File: config.mk
export PLATFORM = sky130hd
export DESIGN_NAME = ps2_keyboard_device_side
export DESIGN_NICKNAME = d
export VERILOG_FILES = /design/src/sv/ps2kbd_pkg.sv /design/src/sv/ps2_keyboard_device_side.sv /design/src/sv/ps2kbd_queues.sv /design/src/sv/ps2kbd_step.sv /design/src/sv/ps2kbd_out_reg.sv
export SDC_FILE = /design/constraint.sdc
export NUM_CORES = 1
export LEC_CHECK = 0
export BUFFER_PORTS_ARGS = -buffer_cell sky130_fd_sc_hd__buf_4
export CORE_MARGIN = 4
export CORE_UTILIZATION = 45
export CTS_CLUSTER_DIAMETER = 30
export CTS_CLUSTER_SIZE = 24
export DETAILED_ROUTE_END_ITERATION = 10
export PLACE_DENSITY = 0.67
export SYNTH_ARGS = -nofsm -noshare
export SYNTH_HDL_FRONTEND = slang
export SYNTH_HIERARCHICAL = 1
export SYNTH_SLANG_ARGS = --single-unit
File: constraint.sdc
create_clock -name clk -period 7.8 [get_ports clk]
set_input_delay 1.56 -clock clk [delete_from_list [all_inputs] [get_ports clk]]
set_output_delay 1.56 -clock clk [all_outputs]
set_load 0.02 [all_outputs]
File: src/sv/ps2kbd_pkg.sv
// ----------------------------------------------------------------------------
// PS/2 keyboard device side: shared package
// Sizes, request and state codes, command bytes, and the types that pass
// between the step logic, the queues and the output register.
// ----------------------------------------------------------------------------
package ps2kbd_pkg;

    localparam int HALF_BIT_TICKS = 64;
    localparam int SEND_DEPTH     = 16;
    localparam int RECV_DEPTH     = 4;

    localparam int HBC_W   = $clog2(HALF_BIT_TICKS);
    localparam int SEND_AW = $clog2(SEND_DEPTH);
    localparam int SEND_CW = $clog2(SEND_DEPTH + 1);
    localparam int RECV_AW = $clog2(RECV_DEPTH);
    localparam int RECV_CW = $clog2(RECV_DEPTH + 1);

    localparam logic [HBC_W:0]     HBC_SPAN  = (HBC_W + 1)'(HALF_BIT_TICKS);
    localparam logic [SEND_AW:0]   SEND_SPAN = (SEND_AW + 1)'(SEND_DEPTH);
    localparam logic [RECV_AW:0]   RECV_SPAN = (RECV_AW + 1)'(RECV_DEPTH);
    localparam logic [SEND_CW-1:0] SEND_FULL = SEND_CW'(SEND_DEPTH);
    localparam logic [RECV_CW-1:0] RECV_FULL = RECV_CW'(RECV_DEPTH);

    localparam logic [1:0] REQ_TICK   = 2'd0;
    localparam logic [1:0] REQ_WRITE  = 2'd1;
    localparam logic [1:0] REQ_STATUS = 2'd2;
    localparam logic [1:0] REQ_KEY    = 2'd3;

    localparam logic [1:0] FE_NONE   = 2'd0;
    localparam logic [1:0] FE_START  = 2'd1;
    localparam logic [1:0] FE_STOP   = 2'd2;
    localparam logic [1:0] FE_PARITY = 2'd3;

    localparam logic [4:0] ST_IDLE       = 5'd0;
    localparam logic [4:0] ST_RECV_REQ   = 5'd1;
    localparam logic [4:0] ST_RECV_START = 5'd2;
    localparam logic [4:0] ST_RECV_PAR   = 5'd11;
    localparam logic [4:0] ST_RECV_STOP  = 5'd12;
    localparam logic [4:0] ST_RECV_ACK   = 5'd13;
    localparam logic [4:0] ST_SEND_START = 5'd14;
    localparam logic [4:0] ST_SEND_PAR   = 5'd23;
    localparam logic [4:0] ST_SEND_STOP  = 5'd24;

    localparam logic [7:0] CMD_RESET     = 8'hFF;
    localparam logic [7:0] CMD_ECHO      = 8'hEE;
    localparam logic [7:0] CMD_TYPEMATIC = 8'hF3;
    localparam logic [7:0] BYTE_ACK      = 8'hFA;
    localparam logic [7:0] BYTE_BAT_OK   = 8'hAA;
    localparam logic [7:0] BYTE_BREAK    = 8'hF0;
    localparam logic [7:0] HOST_LINES_RESET = 8'h03;

    typedef struct packed {
        logic [7:0]         host_lines;
        logic [4:0]         link_state;
        logic [HBC_W-1:0]   half_bit_count;
        logic               clock_out;
        logic               data_out;
        logic [7:0]         shift_latch;
        logic               parity_bit;
        logic               irq_pending;
        logic [SEND_AW-1:0] send_head;
        logic [SEND_CW-1:0] send_count;
        logic [RECV_AW-1:0] recv_head;
        logic [RECV_CW-1:0] recv_count;
    } ps2kbd_state_t;

    localparam ps2kbd_state_t STATE_RESET = '{
        host_lines:     HOST_LINES_RESET,
        link_state:     ST_IDLE,
        half_bit_count: '0,
        clock_out:      1'b1,
        data_out:       1'b1,
        shift_latch:    '0,
        parity_bit:     1'b0,
        irq_pending:    1'b0,
        send_head:      '0,
        send_count:     '0,
        recv_head:      '0,
        recv_count:     '0
    };

    typedef struct packed {
        logic               en;
        logic [SEND_AW-1:0] addr;
        logic [7:0]         data;
    } ps2kbd_swr_t;

    typedef struct packed {
        logic               en;
        logic [RECV_AW-1:0] addr;
        logic [7:0]         data;
    } ps2kbd_rwr_t;

    typedef struct packed {
        logic [7:0] read_data;
        logic       kbd_clock_line;
        logic       kbd_data_line;
        logic       irq_active;
        logic [1:0] frame_error;
    } ps2kbd_result_t;

    function automatic logic [HBC_W-1:0] hbc_inc(input logic [HBC_W-1:0] v);
        logic [HBC_W:0] t;
        t = {1'b0, v} + 1'b1;
        if (t == HBC_SPAN)
        begin
            t = '0;
        end
        return t[HBC_W-1:0];
    endfunction

    function automatic logic [SEND_AW-1:0] send_wrap(input logic [SEND_AW:0] v);
        logic [SEND_AW:0] t;
        t = (v >= SEND_SPAN) ? v - SEND_SPAN : v;
        return t[SEND_AW-1:0];
    endfunction

    function automatic logic [RECV_AW-1:0] recv_wrap(input logic [RECV_AW:0] v);
        logic [RECV_AW:0] t;
        t = (v >= RECV_SPAN) ? v - RECV_SPAN : v;
        return t[RECV_AW-1:0];
    endfunction

endpackage

File: src/sv/ps2_keyboard_device_side.sv
// ----------------------------------------------------------------------------
// PS/2 keyboard device side
// Bit-level device end of a PS/2 keyboard link with host command handling,
// key event queueing and a host status read.
//
//   Channel | Handshake              | Payload
//   --------+------------------------+-----------------------------------------
//   request | req_valid / req_ready  | req_type, write_value, scan_code,
//           |                        | key_release
//   response| rsp_valid / rsp_ready  | read_data, kbd_clock_line, kbd_data_line,
//           |                        | irq_active, frame_error
//
// One request is taken per cycle; its response is valid the next cycle.
// The single output register sets the rate: req_ready is low only while a
// response is held and rsp_ready is low.
// Reset clears the link state and queue pointers at once; queue contents are
// undefined until written.
// ----------------------------------------------------------------------------
module ps2_keyboard_device_side
    import ps2kbd_pkg::*;
(
    input  logic       clk,
    input  logic       rst_n,
    input  logic       req_valid,
    output logic       req_ready,
    input  logic [1:0] req_type,
    input  logic [7:0] write_value,
    input  logic [7:0] scan_code,
    input  logic       key_release,
    output logic       rsp_valid,
    input  logic       rsp_ready,
    output logic [7:0] read_data,
    output logic       kbd_clock_line,
    output logic       kbd_data_line,
    output logic       irq_active,
    output logic [1:0] frame_error
);

    ps2kbd_state_t  state_reg;
    ps2kbd_state_t  state_next;
    ps2kbd_swr_t    swr_a;
    ps2kbd_swr_t    swr_b;
    ps2kbd_rwr_t    rwr;
    ps2kbd_swr_t    swr_a_gated;
    ps2kbd_swr_t    swr_b_gated;
    ps2kbd_rwr_t    rwr_gated;
    ps2kbd_result_t step_result;
    ps2kbd_result_t rsp_result;
    logic [7:0]     send_head_data;
    logic [7:0]     recv_head_data;
    logic           accept;

    assign accept = req_valid && req_ready;

    always_comb
    begin
        swr_a_gated    = swr_a;
        swr_b_gated    = swr_b;
        rwr_gated      = rwr;
        swr_a_gated.en = swr_a.en && accept;
        swr_b_gated.en = swr_b.en && accept;
        rwr_gated.en   = rwr.en && accept;
    end

    always_ff @(posedge clk or negedge rst_n)
    begin
        if (!rst_n)
        begin
            state_reg <= STATE_RESET;
        end
        else if (accept)
        begin
            state_reg <= state_next;
        end
    end

    ps2kbd_step u_step (
        .cur            (state_reg),
        .req_type       (req_type),
        .write_value    (write_value),
        .scan_code      (scan_code),
        .key_release    (key_release),
        .send_head_data (send_head_data),
        .recv_head_data (recv_head_data),
        .nxt            (state_next),
        .swr_a          (swr_a),
        .swr_b          (swr_b),
        .rwr            (rwr),
        .result         (step_result)
    );

    ps2kbd_queues u_queues (
        .clk            (clk),
        .swr_a          (swr_a_gated),
        .swr_b          (swr_b_gated),
        .rwr            (rwr_gated),
        .send_head      (state_reg.send_head),
        .recv_head      (state_reg.recv_head),
        .send_head_data (send_head_data),
        .recv_head_data (recv_head_data)
    );

    ps2kbd_out_reg u_out_reg (
        .clk         (clk),
        .rst_n       (rst_n),
        .load        (accept),
        .load_result (step_result),
        .free        (req_ready),
        .rsp_valid   (rsp_valid),
        .rsp_ready   (rsp_ready),
        .rsp_result  (rsp_result)
    );

    assign read_data      = rsp_result.read_data;
    assign kbd_clock_line = rsp_result.kbd_clock_line;
    assign kbd_data_line  = rsp_result.kbd_data_line;
    assign irq_active     = rsp_result.irq_active;
    assign frame_error    = rsp_result.frame_error;

endmodule

File: src/sv/ps2kbd_queues.sv
// ----------------------------------------------------------------------------
// PS/2 keyboard queues
// Send and receive byte queues in flip-flops, with two send write ports,
// one receive write port and a read of each queue at its head.
// ----------------------------------------------------------------------------
module ps2kbd_queues
    import ps2kbd_pkg::*;
(
    input  logic               clk,
    input  ps2kbd_swr_t        swr_a,
    input  ps2kbd_swr_t        swr_b,
    input  ps2kbd_rwr_t        rwr,
    input  logic [SEND_AW-1:0] send_head,
    input  logic [RECV_AW-1:0] recv_head,
    output logic [7:0]         send_head_data,
    output logic [7:0]         recv_head_data
);

    logic [7:0] send_q_reg [SEND_DEPTH];
    logic [7:0] recv_q_reg [RECV_DEPTH];

    always_ff @(posedge clk)
    begin
        if (swr_a.en)
        begin
            send_q_reg[swr_a.addr] <= swr_a.data;
        end
        if (swr_b.en)
        begin
            send_q_reg[swr_b.addr] <= swr_b.data;
        end
        if (rwr.en)
        begin
            recv_q_reg[rwr.addr] <= rwr.data;
        end
    end

    assign send_head_data = send_q_reg[send_head];
    assign recv_head_data = recv_q_reg[recv_head];

endmodule

File: src/sv/ps2kbd_step.sv
// ----------------------------------------------------------------------------
// PS/2 keyboard step logic
// Next state, queue writes and result for one request, from the current
// state and the bytes at the queue heads.
// ----------------------------------------------------------------------------
module ps2kbd_step
    import ps2kbd_pkg::*;
(
    input  ps2kbd_state_t  cur,
    input  logic [1:0]     req_type,
    input  logic [7:0]     write_value,
    input  logic [7:0]     scan_code,
    input  logic           key_release,
    input  logic [7:0]     send_head_data,
    input  logic [7:0]     recv_head_data,
    output ps2kbd_state_t  nxt,
    output ps2kbd_swr_t    swr_a,
    output ps2kbd_swr_t    swr_b,
    output ps2kbd_rwr_t    rwr,
    output ps2kbd_result_t result
);

    ps2kbd_state_t st;
    logic          hd;
    logic          hc;
    logic          inhibit;
    logic          released;
    logic          ticked;
    logic [1:0]    err;
    logic [7:0]    rd;
    logic [7:0]    cmd;

    always_comb
    begin
        st      = cur;
        err     = FE_NONE;
        rd      = '0;
        swr_a   = '0;
        swr_b   = '0;
        rwr     = '0;
        cmd     = recv_head_data;
        ticked  = 1'b0;
        hd       = cur.host_lines[0];
        hc       = cur.host_lines[1];
        inhibit  = hd && !hc;
        released = hd && hc;

        unique case (req_type)
            REQ_TICK:
            begin
                if (inhibit)
                begin
                    st.link_state = ST_IDLE;
                end

                if (st.link_state == ST_IDLE)
                begin
                    if (!st.clock_out)
                    begin
                        if (st.half_bit_count == '0)
                        begin
                            st.clock_out = 1'b1;
                        end
                        st.half_bit_count = hbc_inc(st.half_bit_count);
                    end
                    if (inhibit)
                    begin
                        st.link_state = ST_RECV_REQ;
                    end
                    if (released && st.send_count != '0)
                    begin
                        st.link_state     = ST_SEND_START;
                        st.half_bit_count = '0;
                        st.clock_out      = 1'b0;
                    end
                end
                else if (st.link_state == ST_RECV_REQ)
                begin
                    st.clock_out = 1'b1;
                    if (!hd && hc)
                    begin
                        st.link_state     = ST_RECV_START;
                        st.half_bit_count = '0;
                        st.clock_out      = 1'b0;
                    end
                    if (released && st.send_count != '0)
                    begin
                        st.link_state     = ST_SEND_START;
                        st.half_bit_count = '0;
                        st.clock_out      = 1'b0;
                    end
                end

                if (st.link_state >= ST_RECV_START)
                begin
                    ticked            = (st.half_bit_count == '0);
                    st.half_bit_count = hbc_inc(st.half_bit_count);
                end

                if (ticked)
                begin
                    st.clock_out = !st.clock_out;
                    if (st.clock_out)
                    begin
                        // Rising edge: sample the host's bits.
                        if (st.link_state == ST_RECV_START)
                        begin
                            if (hd)
                            begin
                                err           = FE_START;
                                st.link_state = ST_IDLE;
                            end
                            else
                            begin
                                st.link_state = st.link_state + 5'd1;
                                st.parity_bit = 1'b0;
                            end
                        end
                        else if (st.link_state > ST_RECV_START
                                 && st.link_state < ST_RECV_PAR)
                        begin
                            st.shift_latch = {hd, st.shift_latch[7:1]};
                            st.parity_bit  = st.parity_bit ^ hd;
                            st.link_state  = st.link_state + 5'd1;
                        end
                        else if (st.link_state == ST_RECV_PAR)
                        begin
                            st.parity_bit = st.parity_bit ^ hd;
                            st.link_state = st.link_state + 5'd1;
                        end
                        else if (st.link_state == ST_RECV_STOP)
                        begin
                            if (!hd)
                            begin
                                err           = FE_STOP;
                                st.link_state = ST_IDLE;
                            end
                            else if (!st.parity_bit)
                            begin
                                err           = FE_PARITY;
                                st.link_state = ST_IDLE;
                            end
                            else
                            begin
                                if (st.recv_count < RECV_FULL)
                                begin
                                    rwr.en        = 1'b1;
                                    rwr.addr      = recv_wrap({1'b0, st.recv_head}
                                                    + (RECV_AW + 1)'(st.recv_count));
                                    rwr.data      = st.shift_latch;
                                    st.recv_count = st.recv_count + 1'b1;
                                end
                                st.link_state = st.link_state + 5'd1;
                            end
                        end
                        else if (st.link_state == ST_RECV_ACK)
                        begin
                            st.data_out   = 1'b0;
                            st.link_state = (st.send_count != '0) ? ST_SEND_START
                                                                   : ST_IDLE;
                        end
                    end
                    else
                    begin
                        // Falling edge: drive the next bit to the host.
                        if (st.link_state == ST_SEND_START)
                        begin
                            if (st.send_count == '0)
                            begin
                                st.link_state = ST_IDLE;
                            end
                            else
                            begin
                                st.data_out    = 1'b0;
                                st.shift_latch = send_head_data;
                                st.send_head   = send_wrap({1'b0, st.send_head}
                                                 + (SEND_AW + 1)'(1));
                                st.send_count  = st.send_count - 1'b1;
                                st.parity_bit  = 1'b0;
                                st.link_state  = st.link_state + 5'd1;
                            end
                        end
                        else if (st.link_state > ST_SEND_START
                                 && st.link_state < ST_SEND_PAR)
                        begin
                            st.data_out    = st.shift_latch[0];
                            st.parity_bit  = st.parity_bit ^ st.shift_latch[0];
                            st.shift_latch = {1'b0, st.shift_latch[7:1]};
                            st.link_state  = st.link_state + 5'd1;
                        end
                        else if (st.link_state == ST_SEND_PAR)
                        begin
                            st.data_out   = !st.parity_bit;
                            st.link_state = st.link_state + 5'd1;
                        end
                        else if (st.link_state == ST_SEND_STOP)
                        begin
                            st.data_out   = 1'b1;
                            st.link_state = (st.send_count != '0) ? ST_SEND_START
                                                                   : ST_IDLE;
                        end
                    end
                end

                // A byte received in this same request and written at the head is taken as the command.
                if (rwr.en && rwr.addr == st.recv_head)
                begin
                    cmd = rwr.data;
                end

                if (st.recv_count != '0)
                begin
                    unique case (cmd)
                        CMD_RESET:
                        begin
                            st.recv_head  = recv_wrap({1'b0, st.recv_head}
                                            + (RECV_AW + 1)'(1));
                            st.recv_count = st.recv_count - 1'b1;
                            st.send_head  = '0;
                            st.send_count = SEND_CW'(2);
                            swr_a = '{en: 1'b1, addr: SEND_AW'(0), data: BYTE_ACK};
                            swr_b = '{en: 1'b1, addr: SEND_AW'(1), data: BYTE_BAT_OK};
                        end
                        CMD_ECHO:
                        begin
                            st.recv_head  = recv_wrap({1'b0, st.recv_head}
                                            + (RECV_AW + 1)'(1));
                            st.recv_count = st.recv_count - 1'b1;
                            if (st.send_count < SEND_FULL)
                            begin
                                swr_a.en      = 1'b1;
                                swr_a.addr    = send_wrap({1'b0, st.send_head}
                                                + (SEND_AW + 1)'(st.send_count));
                                swr_a.data    = CMD_ECHO;
                                st.send_count = st.send_count + 1'b1;
                            end
                        end
                        CMD_TYPEMATIC:
                        begin
                            if (st.recv_count >= RECV_CW'(2))
                            begin
                                st.recv_head  = recv_wrap({1'b0, st.recv_head}
                                                + (RECV_AW + 1)'(2));
                                st.recv_count = st.recv_count - RECV_CW'(2);
                                if (st.send_count < SEND_FULL)
                                begin
                                    swr_a.en      = 1'b1;
                                    swr_a.addr    = send_wrap({1'b0, st.send_head}
                                                    + (SEND_AW + 1)'(st.send_count));
                                    swr_a.data    = BYTE_ACK;
                                    st.send_count = st.send_count + 1'b1;
                                end
                            end
                        end
                        default:
                        begin
                            st.recv_head  = recv_wrap({1'b0, st.recv_head}
                                            + (RECV_AW + 1)'(1));
                            st.recv_count = st.recv_count - 1'b1;
                        end
                    endcase
                end
            end
            REQ_WRITE:
            begin
                st.host_lines = write_value;
            end
            REQ_STATUS:
            begin
                st.irq_pending = 1'b0;
                rd = {2'b11, st.host_lines[5:2], st.clock_out, st.data_out};
            end
            REQ_KEY:
            begin
                if (key_release && st.send_count < SEND_FULL)
                begin
                    swr_a.en      = 1'b1;
                    swr_a.addr    = send_wrap({1'b0, st.send_head}
                                    + (SEND_AW + 1)'(st.send_count));
                    swr_a.data    = BYTE_BREAK;
                    st.send_count = st.send_count + 1'b1;
                end
                if (st.send_count < SEND_FULL)
                begin
                    swr_b.en      = 1'b1;
                    swr_b.addr    = send_wrap({1'b0, st.send_head}
                                    + (SEND_AW + 1)'(st.send_count));
                    swr_b.data    = scan_code;
                    st.send_count = st.send_count + 1'b1;
                end
                st.irq_pending = 1'b1;
            end
            default:
            begin
                st = cur;
            end
        endcase

        nxt                   = st;
        result.read_data      = rd;
        result.kbd_clock_line = st.clock_out;
        result.kbd_data_line  = st.data_out;
        result.irq_active     = st.irq_pending;
        result.frame_error    = err;
    end

endmodule

File: src/sv/ps2kbd_out_reg.sv
// ----------------------------------------------------------------------------
// PS/2 keyboard output register
// Holds one result until the response channel takes it; frees itself in the
// same cycle that it is drained.
// ----------------------------------------------------------------------------
module ps2kbd_out_reg
    import ps2kbd_pkg::*;
(
    input  logic           clk,
    input  logic           rst_n,
    input  logic           load,
    input  ps2kbd_result_t load_result,
    output logic           free,
    output logic           rsp_valid,
    input  logic           rsp_ready,
    output ps2kbd_result_t rsp_result
);

    logic           valid_reg;
    logic           valid_next;
    ps2kbd_result_t result_reg;

    assign free       = !valid_reg || rsp_ready;
    assign valid_next = load || (valid_reg && !rsp_ready);

    always_ff @(posedge clk or negedge rst_n)
    begin
        if (!rst_n)
        begin
            valid_reg <= 1'b0;
        end
        else
        begin
            valid_reg <= valid_next;
        end
    end

    always_ff @(posedge clk)
    begin
        if (load)
        begin
            result_reg <= load_result;
        end
    end

    assign rsp_valid  = valid_reg;
    assign rsp_result = result_reg;

endmodule

After elaboration in Yosys (flattened, before gate mapping)

Memories as Yosys holds them, arrays and structs flattened.
Index checks and enable logic that the tools add are counted.

Bits in registers: 57
RAM bits: 160
Input bits: 23
Output and inout port bits: 15
Word-level logic and storage cells: 248
Memories kept: 2

Memory list:

| name                | depth | bits a word | read ports | clocked after Yosys merged registers in | write ports | RTL line            | text |
|---|---|---|---|---|---|---|---|
| u_queues.send_q_reg | 16    | 8           | 1          | 0                                       | 2           | ps2kbd_queues.sv:19 | `logic [7:0] send_q_reg [SEND_DEPTH];` |
| u_queues.recv_q_reg | 4     | 8           | 1          | 0                                       | 1           | ps2kbd_queues.sv:20 | `logic [7:0] recv_q_reg [RECV_DEPTH];` |

Add/sub/neg operators: 24
Order comparisons: 17
Eq/ne operators: 22
Muxes and demuxes: 122
Bitwise logic cells: 4
Reductions and logical operators: 38

Operators by type and width:

| kind                | count |
|---|---|
| $mux 11             | 13 |
| $mux 5              | 23 |
| $mux 13             | 8 |
| $mux 12             | 6 |
| $mux 9              | 7 |
| $pmux 13 s2         | 2 |
| $mux 10             | 4 |
| $pmux 13 s3         | 1 |
| $mux 8              | 4 |
| $mux 3              | 10 |
| $eq 8x8->1 const B  | 3 |
| $mux 4              | 6 |
| $mux 1              | 21 |
| $add 5x1->5 const B | 4 |
| $eq 5x4->1 const B  | 4 |
| $ge 5x5->1 const B  | 4 |
| $lt 5x5->1 const B  | 4 |
| $mux 2              | 9 |
| $mux 6              | 3 |
| $sub 4x1->4 const B | 4 |
| $add 4x5->5         | 3 |
| $pmux 5 s3          | 1 |
| $add 6x1->7 const B | 2 |
| $eq 7x7->1 const B  | 2 |
| other kinds (46)    | 79 |

Depth between registers and ports, before layout

Depth after elaboration: 28
Mapped depth: 28
Gate-level depth less buffers: 24

Hierarchy

Netlist, hierarchy kept.

By module, submodules not included:

| module                   | times used | cells an instance | area an instance (um2) | seq. area each (um2) |
|---|---|---|---|---|
| ps2kbd_queues            | 1          | 445               | 7806.2                 | 4804.6 |
| ps2kbd_step              | 1          | 622               | 4164.0                 | 0.0 |
| ps2_keyboard_device_side | 1          | 99                | 1863.0                 | 1131.1 |
| ps2kbd_out_reg           | 1          | 16                | 437.9                  | 415.4 |

Worst setup path before layout

OpenSTA, ideal clock, no wires.

Kind: register to register
Start point: register state_reg[5] in the netlist's numbering
End point: memory u_queues.send_q_reg[2][0], enable pin
Library setup time: 384 ps
Arrival time: 6362 ps
Data required time: 7416 ps
Slack: 1054 ps
Cell stages (with the launch flop): 28
Path buffers: 4
Period minus slack after synthesis: 6746 ps
Cell sequence: dfrtp_1 inv_1 ha_1 or4b_1 buf_2 and2_0 buf_2 nor3_1 mux2_2 inv_1 ha_1 and2_1 nand2_1 nor4_4 buf_2 xnor2_1 ha_1 nand2b_1 nand2b_1 a221o_1 o31ai_2 nand3_1 a211o_1 o21ai_0 buf_4 and3_1 or3b_2 o21ai_0

RTL lines:

| item                     | RTL line                       | text |
|---|---|---|
| start: declaration       | ps2_keyboard_device_side.sv:39 | `ps2kbd_state_t state_reg;` |
| start signal: assignment | ps2_keyboard_device_side.sv:73 | `state_reg <= state_next;` |
| end: declaration         | ps2kbd_queues.sv:19            |  |

==> flow_summary_export.csv <==
group,metric,value,unit
outcome,status,"completed",
pwr,ir_drop,255,µV
detailed_routing,vias_per_cell,6.04,
sta,setup_tns,0,ns
final_layout,final_common_cell,"edfxtp_1",
synthesis,syn_area_per_cell,12.0,µm²
detailed_routing,wl_met1,15.1,mm
global_routing,grt_usage,20.6,%
detailed_routing,wl_met3,2.09,mm
place,place.gp.congestion,0.879,
setup_path,regToRegSetupSlack,0.59,ns
pwr,power_density,334,nW/µm²
detailed_routing,drtIter0Drc,851,
final_layout,num_antenna_cells,0,
pwr,p_leak,6.43,nW
synthesis,synth_area,14200,µm²
die,core_area,30800,µm²
clocking,cts-root-buf,"clkbuf_16",
sta,post-route-period-util,92.5,%
pwr,p_seq_share,28.1,%
global_routing,grt_max_degree,49,
setup_path,critPathArrivalTime,7.38,ns
final_layout,drive_gt1_share,34.3,%
clocking,clk_path_buf_depth,3,
sta,finalCriticalPeriod,7.21,ns
clocking,cts_tree,"done",
sta,worst_pin_slew,1.20,ns
flow_run,drv_cap,0,
place,numPortBuffers,35,
clocking,htree_num_levels,2,
die,start_util,46.0,%
sta,rsz0062_at_grt,"no",
synthesis,synth_warnings,6,
sta,relSlewSlack,19.1,%
clocking,cts_buffers,49,
worst_hold_path,min_path_type,"flip-flop to flip-flop",
sta,drv_slew,0,
die,num_rows,64,
final_layout,largest_reg_flops,128,
pwr,power.switching,1.90,mW
detailed_routing,met2_length,17.2,mm
detailed_routing,drt_wl_total,35.2,mm
detailed_routing,vias,9921,
sta,fmax,0.139,GHz
setup_path,cp-start-kind,"flip-flop",
pwr,p_int,3.63,mW
sta,finClkSkew,0.0307,ns
place,dp_cells,1551,
place,dpl_cell_area,14700,µm²
global_routing,grt_pass1_wl,56.1,mm
pwr,comb_power_share,31.6,%
final_layout,final_area,16600,µm²
detailed_routing,wl_per_cell,21.4,µm
pwr,swShare,34.3,%
place,dp_hpwl,23.4,mm
clocking,cts_sinks,217,
sta,finalSetupViolCount,0,
final_layout,fin_nets,1265,
die,io_pins,38,
global_routing,grt_pass1_vias,9918,
detailed_routing,dr.pass1.iters,6,
final_layout,final_cell_mix,"edfxtp_1 (173), mux2_2 (151), nand2_1 (79)",
sta,fin_hold_ws,0.522,ns
clocking,ctsHoldBuffers,0,
detailed_routing,route.top_layer_used,"met4",
sta,hold_viol,0,
final_layout,final_cells,1642,
detailed_routing,ant_nets,0,
pwr,clkPwrFrac,40.3,%
synthesis,synth_cells,1176,
die,chipWidth,185,µm
final_layout,area_growth,16.8,%
die,die-area,34400,µm²
clocking,clkTransAtPathRegs,0.04,ns
global_routing,grt_overflow,0,
global_routing,antenna_found_initial,0,
synthesis,syn-num-nets,1235,
setup_path,critPathRequiredTime,7.97,ns
die,fp.dieH,185,µm
setup_path,worstSetupEndpointType,"flip-flop",
detailed_routing,drcViolationCount,0,
final_layout,n_fill_cell,2602,
setup_path,crit_type,"flip-flop to flip-flop",
clocking,insertion_delay,0.56,ns
setup_path,crit_path_max_fanout,14,
## per-layer routing
layer / track usage [%] / vias up
met4: 5.75 / 0
li1: - / 4608
met2: 33.7 / 335
met3: 3.71 / 60
met1: 28.3 / 4918
met5: 0 / -
## what timing repair did
item                       4_1_cts  5_1_grt
setup buffers                    0        0
resized for setup                0        1
setup endpoints to repair        0        8
## cell type report
| class | count | area (µm²) | share of cell area, % |
|---|---|---|---|
| multi-input cells | 848 | 7360 | 44.5 |
| flip-flops and latches | 217 | 6300 | 38.1 |
| clock buffers | 55 | 1270 | 7.66 |
| clock inverters | 36 | 548 | 3.31 |
| well taps | 396 | 495 | 2.99 |
| repair buffers | 63 | 473 | 2.86 |
| inverters | 27 | 101 | 0.612 |
## final timing paths
check / startpoint / endpoint / cells after the start
worst min-delay path: state_reg[14]$_DFFE_PN0P_ / state_reg[14]$_DFFE_PN0P_ / 1
worst max register to register: state_reg[5]$_DFFE_PN0P_ / u_queues/send_q_reg[4][5]$_DFFE_PP_ / 23
worst max-delay path: state_reg[5]$_DFFE_PN0P_ / u_queues/send_q_reg[4][5]$_DFFE_PP_ / 23
worst min register to register: state_reg[14]$_DFFE_PN0P_ / state_reg[14]$_DFFE_PN0P_ / 1
min in group asynchronous: rst_n / state_reg[4]$_DFFE_PN0P_ / 1
max in group asynchronous: rst_n / state_reg[10]$_DFFE_PN0P_ / 1
## critical path: stages (launching register included)
cell and delay, ns:
dfrtp_1 0.48, inv_1 0.21, ha_1 0.23, or4b_1 0.63
and2_0 0.33, nor3_1 0.36, a22o_1 0.26, inv_1 0.07
ha_1 0.18, and2_1 0.17, nand2_1 0.33, nor4_4 0.10
buf_4 0.20, xnor2_1 0.16, ha_1 0.20, nand2b_1 0.14
nand2b_1 0.10, a221o_1 0.39, o31a_1 0.32, a211oi_2 0.27
nand4_1 0.16, a21oi_1 0.33, nand3b_1 0.23, o21ai_0 0.98
## metrics by stage
step / power (mW) / util (%) / setup WS, ns
after floorplan: 2.89 / - / 1.05
after global placement: 3.25 / 47.8 / 0.846
after detailed placement: 3.29 / 47.8 / 0.550
after CTS: 5.54 / 53.7 / 0.603
after global routing: 5.82 / 53.7 / 0.0333
final: 5.52 / 53.7 / 0.586
## power by group through the flow
stage | clock network, mW | logic (mW) | registers (mW)
after floorplan | 0 | 1.41 | 1.48
after global placement | 0 | 1.69 | 1.56
after detailed placement | 0 | 1.72 | 1.57
after CTS | 2.26 | 1.72 | 1.55
after global routing | 2.33 | 1.91 | 1.58
final | 2.23 | 1.74 | 1.55
Note: power is estimated with default switching activity, not from simulation.
